$ cat config.mk
export PLATFORM = sky130hd
export DESIGN_NAME = ufrc_seq
export DESIGN_NICKNAME = d
export VERILOG_FILES = /design/src/rtl/ufrc_pkg.sv /design/src/rtl/ufrc_seq.sv
export SDC_FILE = /design/constraint.sdc
export NUM_CORES = 1
export LEC_CHECK = 0
export ABC_AREA = 1
export BUFFER_PORTS_ARGS = -buffer_cell sky130_fd_sc_hd__buf_4
export CAP_MARGIN = 20
export CORE_ASPECT_RATIO = 0.6
export CORE_UTILIZATION = 60
export CTS_CLUSTER_SIZE = 10
export DETAILED_ROUTE_END_ITERATION = 16
export PLACE_DENSITY = 0.91
export SLEW_MARGIN = 10
export SYNTH_ARGS = -nofsm -noshare
export SYNTH_HDL_FRONTEND = slang
export SYNTH_SLANG_ARGS = --single-unit
$ cat constraint.sdc
create_clock -name clk -period 10.1 [get_ports clk]
set_clock_uncertainty 0.05 [all_clocks]
set_input_delay 0.505 -clock clk [delete_from_list [all_inputs] [get_ports clk]]
set_output_delay 0.505 -clock clk [all_outputs]
set_load 0.05 [all_outputs]
$ cat src/rtl/ufrc_pkg.sv
// Shared constants and types of the disjoint-set engine.
`default_nettype none

package ufrc_pkg;

  // Node count and table widths
  localparam int NODES       = 1024;
  localparam int IDX_W       = $clog2(NODES);
  localparam int RANK_W      = 4;
  localparam int IN_TDATA_W  = ((2 * IDX_W + 7) / 8) * 8;
  localparam int OUT_TDATA_W = ((2 * IDX_W + 7) / 8) * 8;

  typedef logic [IDX_W-1:0]  node_t;
  typedef logic [RANK_W-1:0] rank_t;

  localparam rank_t RANK_MAX = {RANK_W{1'b1}};

  // Command codes
  localparam logic CMD_FIND  = 1'b0;
  localparam logic CMD_UNION = 1'b1;

  // Parent table port controls
  typedef struct packed {
    node_t rd_addr;
    logic  we;
    node_t wr_addr;
    node_t wr_data;
  } par_port_t;

  // Rank table port controls
  typedef struct packed {
    node_t rd_addr;
    logic  we;
    node_t wr_addr;
    rank_t wr_data;
  } rank_port_t;

endpackage

`default_nettype wire

$ cat src/rtl/ufrc_seq.sv
// Sequencer: clearing pass, chain walk, path compression and rank link.
`default_nettype none

module ufrc_seq import ufrc_pkg::*; (
  input  wire logic  clk,
  input  wire logic  rst_n,
  input  wire logic  in_tvalid,
  output logic       in_tready,
  input  wire logic  in_cmd,
  input  wire node_t in_node_a,
  input  wire node_t in_node_b,
  output logic       out_tvalid,
  input  wire logic  out_tready,
  output node_t      out_root_a,
  output node_t      out_root_b,
  output logic       out_merged,
  output par_port_t  par_o,
  input  wire node_t par_rd_data,
  output rank_port_t rank_o,
  input  wire rank_t rank_rd_data
);

  typedef enum logic [3:0] {
    ST_CLEAR,
    ST_IDLE,
    ST_WALK_RD,
    ST_WALK,
    ST_COMP_RD,
    ST_COMP,
    ST_RANK_A,
    ST_RANK_B,
    ST_LINK,
    ST_DONE
  } state_t;

  localparam node_t LAST_NODE = node_t'(NODES - 1);

  state_t state_r, state_nxt;
  node_t  clr_cnt_r, clr_cnt_nxt;
  logic   cmd_r, cmd_nxt;
  node_t  node_a_r, node_a_nxt;
  node_t  node_b_r, node_b_nxt;
  logic   phase_b_r, phase_b_nxt;
  node_t  cur_r, cur_nxt;
  node_t  root_r, root_nxt;
  node_t  ra_r, ra_nxt;
  rank_t  rank_a_r, rank_a_nxt;
  logic   merged_r, merged_nxt;
  logic   out_valid_r, out_valid_nxt;
  node_t  out_root_a_r, out_root_a_nxt;
  node_t  out_root_b_r, out_root_b_nxt;
  logic   out_merged_r, out_merged_nxt;

  // Shared node comparator
  node_t cmp_x, cmp_y;
  logic  cmp_eq;
  logic  find_done;

  assign cmp_eq = (cmp_x == cmp_y);

  always_comb begin
    state_nxt      = state_r;
    clr_cnt_nxt    = clr_cnt_r;
    cmd_nxt        = cmd_r;
    node_a_nxt     = node_a_r;
    node_b_nxt     = node_b_r;
    phase_b_nxt    = phase_b_r;
    cur_nxt        = cur_r;
    root_nxt       = root_r;
    ra_nxt         = ra_r;
    rank_a_nxt     = rank_a_r;
    merged_nxt     = merged_r;
    out_root_a_nxt = out_root_a_r;
    out_root_b_nxt = out_root_b_r;
    out_merged_nxt = out_merged_r;
    out_valid_nxt  = out_valid_r && !out_tready;
    par_o          = '0;
    par_o.rd_addr  = cur_r;
    rank_o         = '0;
    rank_o.rd_addr = ra_r;
    cmp_x          = cur_r;
    cmp_y          = root_r;
    find_done      = 1'b0;

    case (state_r)
      // Sweep both tables back to the reset forest
      ST_CLEAR: begin
        par_o.we       = 1'b1;
        par_o.wr_addr  = clr_cnt_r;
        par_o.wr_data  = clr_cnt_r;
        rank_o.we      = 1'b1;
        rank_o.wr_addr = clr_cnt_r;
        rank_o.wr_data = '0;
        clr_cnt_nxt    = clr_cnt_r + 1'b1;
        if (clr_cnt_r == LAST_NODE) begin
          state_nxt = ST_IDLE;
        end
      end
      ST_IDLE: begin
        if (in_tvalid) begin
          cmd_nxt     = in_cmd;
          node_a_nxt  = in_node_a;
          node_b_nxt  = in_node_b;
          cur_nxt     = in_node_a;
          phase_b_nxt = 1'b0;
          merged_nxt  = 1'b0;
          state_nxt   = ST_WALK_RD;
        end
      end
      ST_WALK_RD: begin
        state_nxt = ST_WALK;
      end
      // One parent hop per cycle until a node points at itself
      ST_WALK: begin
        cmp_x         = par_rd_data;
        cmp_y         = cur_r;
        par_o.rd_addr = par_rd_data;
        if (cmp_eq) begin
          root_nxt  = cur_r;
          cur_nxt   = phase_b_r ? node_b_r : node_a_r;
          state_nxt = ST_COMP_RD;
        end else begin
          cur_nxt = par_rd_data;
        end
      end
      // Start node already the root: nothing to compress; else go on to compress
      ST_COMP_RD: begin
        if (cmp_eq) begin
          find_done = 1'b1;
        end else begin
          state_nxt = ST_COMP;
        end
      end
      // Repoint the visited node at the root, fetch its old parent
      ST_COMP: begin
        par_o.we      = 1'b1;
        par_o.wr_addr = cur_r;
        par_o.wr_data = root_r;
        cmp_x         = par_rd_data;
        par_o.rd_addr = par_rd_data;
        if (cmp_eq) begin
          find_done = 1'b1;
        end else begin
          cur_nxt = par_rd_data;
        end
      end
      // Same set: no link; else go on to read the ranks
      ST_RANK_A: begin
        cmp_x = ra_r;
        if (cmp_eq) begin
          state_nxt = ST_DONE;
        end else begin
          state_nxt = ST_RANK_B;
        end
      end
      ST_RANK_B: begin
        rank_a_nxt     = rank_rd_data;
        rank_o.rd_addr = root_r;
        state_nxt      = ST_LINK;
      end
      // Link lower rank under higher; ties go under the second root
      ST_LINK: begin
        par_o.we = 1'b1;
        if (rank_rd_data < rank_a_r) begin
          par_o.wr_addr = root_r;
          par_o.wr_data = ra_r;
        end else begin
          par_o.wr_addr = ra_r;
          par_o.wr_data = root_r;
          if (rank_rd_data == rank_a_r && rank_rd_data != RANK_MAX) begin
            rank_o.we      = 1'b1;
            rank_o.wr_addr = root_r;
            rank_o.wr_data = rank_t'(rank_rd_data + 1'b1);
          end
        end
        merged_nxt = 1'b1;
        state_nxt  = ST_DONE;
      end
      // Hand the result to the output register once it is free
      ST_DONE: begin
        if (!out_valid_r || out_tready) begin
          out_valid_nxt  = 1'b1;
          out_root_a_nxt = ra_r;
          out_root_b_nxt = (cmd_r == CMD_UNION) ? root_r : '0;
          out_merged_nxt = merged_r;
          state_nxt      = ST_IDLE;
        end
      end
      default: begin
        state_nxt = ST_IDLE;
      end
    endcase

    // End of one find: move on to the second operand, the link or, for a find, the hand-off
    if (find_done) begin
      if (!phase_b_r) begin
        ra_nxt = root_r;
        if (cmd_r == CMD_UNION) begin
          phase_b_nxt = 1'b1;
          cur_nxt     = node_b_r;
          state_nxt   = ST_WALK_RD;
        end else begin
          state_nxt = ST_DONE;
        end
      end else begin
        state_nxt = ST_RANK_A;
      end
    end
  end

  always_ff @(posedge clk) begin
    if (!rst_n) begin
      state_r     <= ST_CLEAR;
      clr_cnt_r   <= '0;
      out_valid_r <= 1'b0;
    end else begin
      state_r     <= state_nxt;
      clr_cnt_r   <= clr_cnt_nxt;
      out_valid_r <= out_valid_nxt;
    end
    cmd_r        <= cmd_nxt;
    node_a_r     <= node_a_nxt;
    node_b_r     <= node_b_nxt;
    phase_b_r    <= phase_b_nxt;
    cur_r        <= cur_nxt;
    root_r       <= root_nxt;
    ra_r         <= ra_nxt;
    rank_a_r     <= rank_a_nxt;
    merged_r     <= merged_nxt;
    out_root_a_r <= out_root_a_nxt;
    out_root_b_r <= out_root_b_nxt;
    out_merged_r <= out_merged_nxt;
  end

  assign in_tready  = (state_r == ST_IDLE);
  assign out_tvalid = out_valid_r;
  assign out_root_a = out_root_a_r;
  assign out_root_b = out_root_b_r;
  assign out_merged = out_merged_r;

endmodule

`default_nettype wire

==> Implementation_results.wiki <==
{| class="wikitable"
! Metric !! Value
|-
| Run status || finished clean
|-
| Mean routed wirelength per cell || around 19 µm
|-
| Horizontal extent of the die || ~130 µm
|-
| Final design instance area without fill || between 0.006 and 0.007 mm²
|-
| CP Capture Point || rank_o[4]
|-
| Worst setup path class || reg2out
|-
| Most numerous cell in the Yosys netlist || nand2_1
|-
| Critical path peak fanout || 35
|-
| Routability-driven placement congestion ratio || just over 1
|-
| Fraction of registers with async set or reset after synthesis || 0
|-
| Flip-flop and latch count after synthesis || between 90 and 100
|-
| Static Leak || 3.216 nW
|-
| Pin count of the biggest net entering global routing || 36
|-
| Peak-usage layer in the global routing report || met2
|-
| Final hold viol count || 0
|-
| Library cell used as clock root buffer || clkbuf_16
|-
| Primary FF master, synth || edfxtp_1
|-
| Maximum clock frequency || 0.2671 GHz
|-
| Count of different cell masters after synthesis || 41
|-
| Leading post-synthesis cells by cell area || edfxtp_1, nand2_1, dfxtp_1
|-
| Worst R2R Start || state_r[2]$_SDFFE_PN0P_
|-
| Die boundary height || 76.39 µm
|-
| Post-synthesis share of cell area spent on xor and xnor gates || 0.003165
|-
| Startpoint type of the worst setup path || flip-flop
|-
| Post-Synthesis Net Count || approximately 770
|-
| Setup TNS || 0 ns
|-
| First-pass GRT wire length || around 28000 µm
|-
| Layout Area Growth over Synthesis || 23.04%
|-
| Clock tree from TritonCTS || built
|-
| GR Layer Usage met1 || 0.5127
|-
| Site row count || 26
|-
| PostCTS Resize Cnt || 0
|-
| Layout cells sized above 1 || 0.2064
|-
| Peak VDD IR || about 200 µV
|-
| Number of buffers inserted to repair setup after CTS || 0
|-
| Area of the core || 0.008718 mm²
|-
| Detailed Route Iter0 Violations || 749
|-
| Transition time at the pin with the least slew margin || 0.9924 ns
|-
| Reg2Reg Depth || 18
|-
| Number of instances in the synthesized netlist || slightly above 700
|-
| Initial DRT Pass Iterations || 6
|-
| Vias in the first global route || between 5000 and 6000
|-
| Fraction of synthesized area in multiplexers || 0
|-
| Share of the core filled with cells in the final layout || 0.7810
|-
| Avg Cell Area, Syn || between 7 and 8 µm²
|-
| Number of nets in the layout || 878
|-
| Share of synthesized area occupied by flip-flops and latches || 0.4576
|-
| Synthesized area || roughly 0.0055 mm²
|-
| Final Max Tran Viols || 0
|-
| Minimum setup slack among reg-to-reg paths || around 6.6 ns
|-
| Number of nets with antenna violations after routing || 0
|-
| Proportion of netlist area held by the largest area contributor || 0.3636
|-
| Power per standard cell area || about 230 mW/mm²
|-
| Total number of clock tree sinks || just over 90
|-
| Element type at the critical path end || output pin
|-
| Clock-pin slew on the worst setup and hold paths || 0.07 ns
|-
| Max H-tree Level || 3
|-
| Area of the die || just under 0.01 mm²
|-
| Total power draw || around 1.5 mW
|-
| Post-Synth Adder-Cell Area || 0.01357
|-
| Data required time of the worst path || about 9.6 ns
|-
| Class of the most critical hold timing path || in2reg
|-
| Total I/O pin count || roughly 120
|-
| Number of flops mapped to enable cells by yosys || 67
|-
| Met3 usage || 0.09270
|-
| Final-report setup violation count || 0
|-
| Antenna violations before repair || 0
|-
| Count of input and output buffers || between 100 and 150
|-
| Total CTS buffers || 9
|-
| Setup repair after global routing missed its margin || no
|-
| DR vias || 5847
|-
| Critical Path Source || rank_a_r[1]$_DFFE_PP_
|-
| Number of antenna repair diodes || 0
|-
| Placed standard-cell area || 0.006486 mm²
|-
| Clock network latency to the later pin of the worst-skew pair || 0.35 ns
|-
| Initial Utilization || 0.6348
|-
| Most used standard cells in the synthesized netlist || nand2_1, inv_1, edfxtp_1
|-
| Cts hold-fix bufs || 0
|-
| Simple logic cell fraction of the synthesized area || 0.3007
|-
| Wire length reported by the detailed router || between 15000 and 20000 µm
|-
| Largest area contributor in the netlist || edfxtp_1
|-
| Count of unresolved DRC violations after routing || 0
|-
| Max-cap violations || 0
|-
| Synth Area in Compound Gates || 0.1370
|-
| Worst max-slew margin expressed relative to the limit || 0.3368
|-
| Ratio of routed vias to standard cells || a little over 6
|-
| Dominant combinational cell family by area after synthesis || simple AND/OR/NAND/NOR gates
|-
| Crit path DAT || between 3 and 4 ns
|-
| Routing usage on met2 || 0.5768
|-
| Clock tree buffer depth || 2
|-
| Synth warn || 0
|-
| Post-detailed-placement half-perimeter wirelength || about 13000 µm
|-
| Global router's overall resource usage || 0.3766
|-
| Period utilization || 0.3706
|-
| Overflow left after global routing || 0
|-
| Worst r2r dst || cur_r[1]$_DFF_P_
|-
| Minimum clock period after layout || around 3.7 ns
|}
## worst min path at each step
| stage | start | endpoint | slack [ns] | cells past startpoint |
|---|---|---|---|---|
| 3_3_place_gp | merged_r$_DFFE_PP_ | out_merged$_DFFE_PP_ | 0.38 | 0 |
| 4_1_cts | in_node_b[2] | node_b_r[2]$_DFFE_PP_ | 0.28 | 1 |
| 2_1_floorplan | merged_r$_DFFE_PP_ | out_merged$_DFFE_PP_ | 0.35 | 0 |
| 6_report | in_node_b[5] | node_b_r[5]$_DFFE_PP_ | 0.28 | 1 |
| 3_5_place_dp | merged_r$_DFFE_PP_ | out_merged$_DFFE_PP_ | 0.36 | 0 |
| 5_1_grt | in_node_b[1] | node_b_r[1]$_DFFE_PP_ | 0.27 | 1 |
## kinds of logic (layout without fill, tap and decap cells)
family | Yosys count | after routing
buffers and inverters | 123 | 240
AND/OR/NAND/NOR | 368 | 368
AO/OA/AOI/OAI | 129 | 129
XOR/XNOR | 2 | 2
adder cells (fa/ha/maj) | 6 | 6
flip-flops | 93 | 93
## layout make-up
cell class / count / area, µm²
Sequential cell: 93 / 2532
Fill cell: 627 / 1909
Multi-Input combinational cell: 505 / 2524
Clock buffer: 11 / 232.7
Clock inverter: 5 / 82.58
Timing Repair Buffer: 121 / 908.4
Inverter: 103 / 389.1
Tap cell: 112 / 140.1
## sequential cells by signal (all words and copies together), names as in the netlist, 10 cells and up
| name | cells |
|---|---|
| root_r | 10 |
| cur_r | 10 |
| out_root_a | 10 |
| ra_r | 10 |
| out_root_b | 10 |
| node_a_r | 10 |
| node_b_r | 10 |
| clr_cnt_r | 10 |
## power breakdown
group	internal (mW)	leakage, nW	switching [mW]
registers	0.458	0.820	0.0536
logic	0.187	2.25	0.478
clock network	0.218	0.151	0.144
total	0.863	3.22	0.676
## metrics by stage
| step | setup slack (ns) | instances | hold WS (ns) |
|---|---|---|---|
| after detailed placement | 6.558 | 933 | 0.3648 |
| after global placement | 6.749 | 933 | 0.3757 |
| final | 6.357 | 950 | 0.2829 |
| after global routing | 6.115 | 950 | 0.2712 |
| after floorplan | 6.871 | 721 | 0.3503 |
| after CTS | 6.471 | 949 | 0.2770 |
## critical path: stages (launching register included)
cell,delay [ns]
edfxtp_1,0.33
inv_1,0.05
ha_1,0.28
inv_1,0.04
nor2_1,0.08
o211ai_1,0.09
nand2_1,0.73
nand3_1,0.62
o21ai_0,0.37
buf_4,0.25
## metal layers
layer,part of all wire,vias up
li1,-,2633
met5,0,-
met1,0.40,2643
met2,0.44,491
met3,0.13,80
met4,0.035,0
## cell usage in the layout, fill, tap and decap left out, types with 3 or more instances in the layout
cell,netlist,final
nand3b_1,3,3
or2_2,10,10
o211ai_1,19,19
a221oi_1,7,7
a22oi_1,3,3
nand2_2,3,3
nand2_1,212,212
inv_2,4,4
nor2_1,50,49
inv_1,96,96
edfxtp_1,67,67
nand4_1,13,13
nor2_4,5,5
nand3_1,48,48
a21oi_1,29,29
nor2_2,2,3
o21ai_0,59,59
ha_1,6,6
buf_4,1,121
o21ai_1,4,4
nand2_4,4,4
clkbuf_16,0,9
o221ai_1,3,3
nor3_1,9,9
dfxtp_1,26,26
o21a_1,3,3
(Power assumes the default switching activity.)
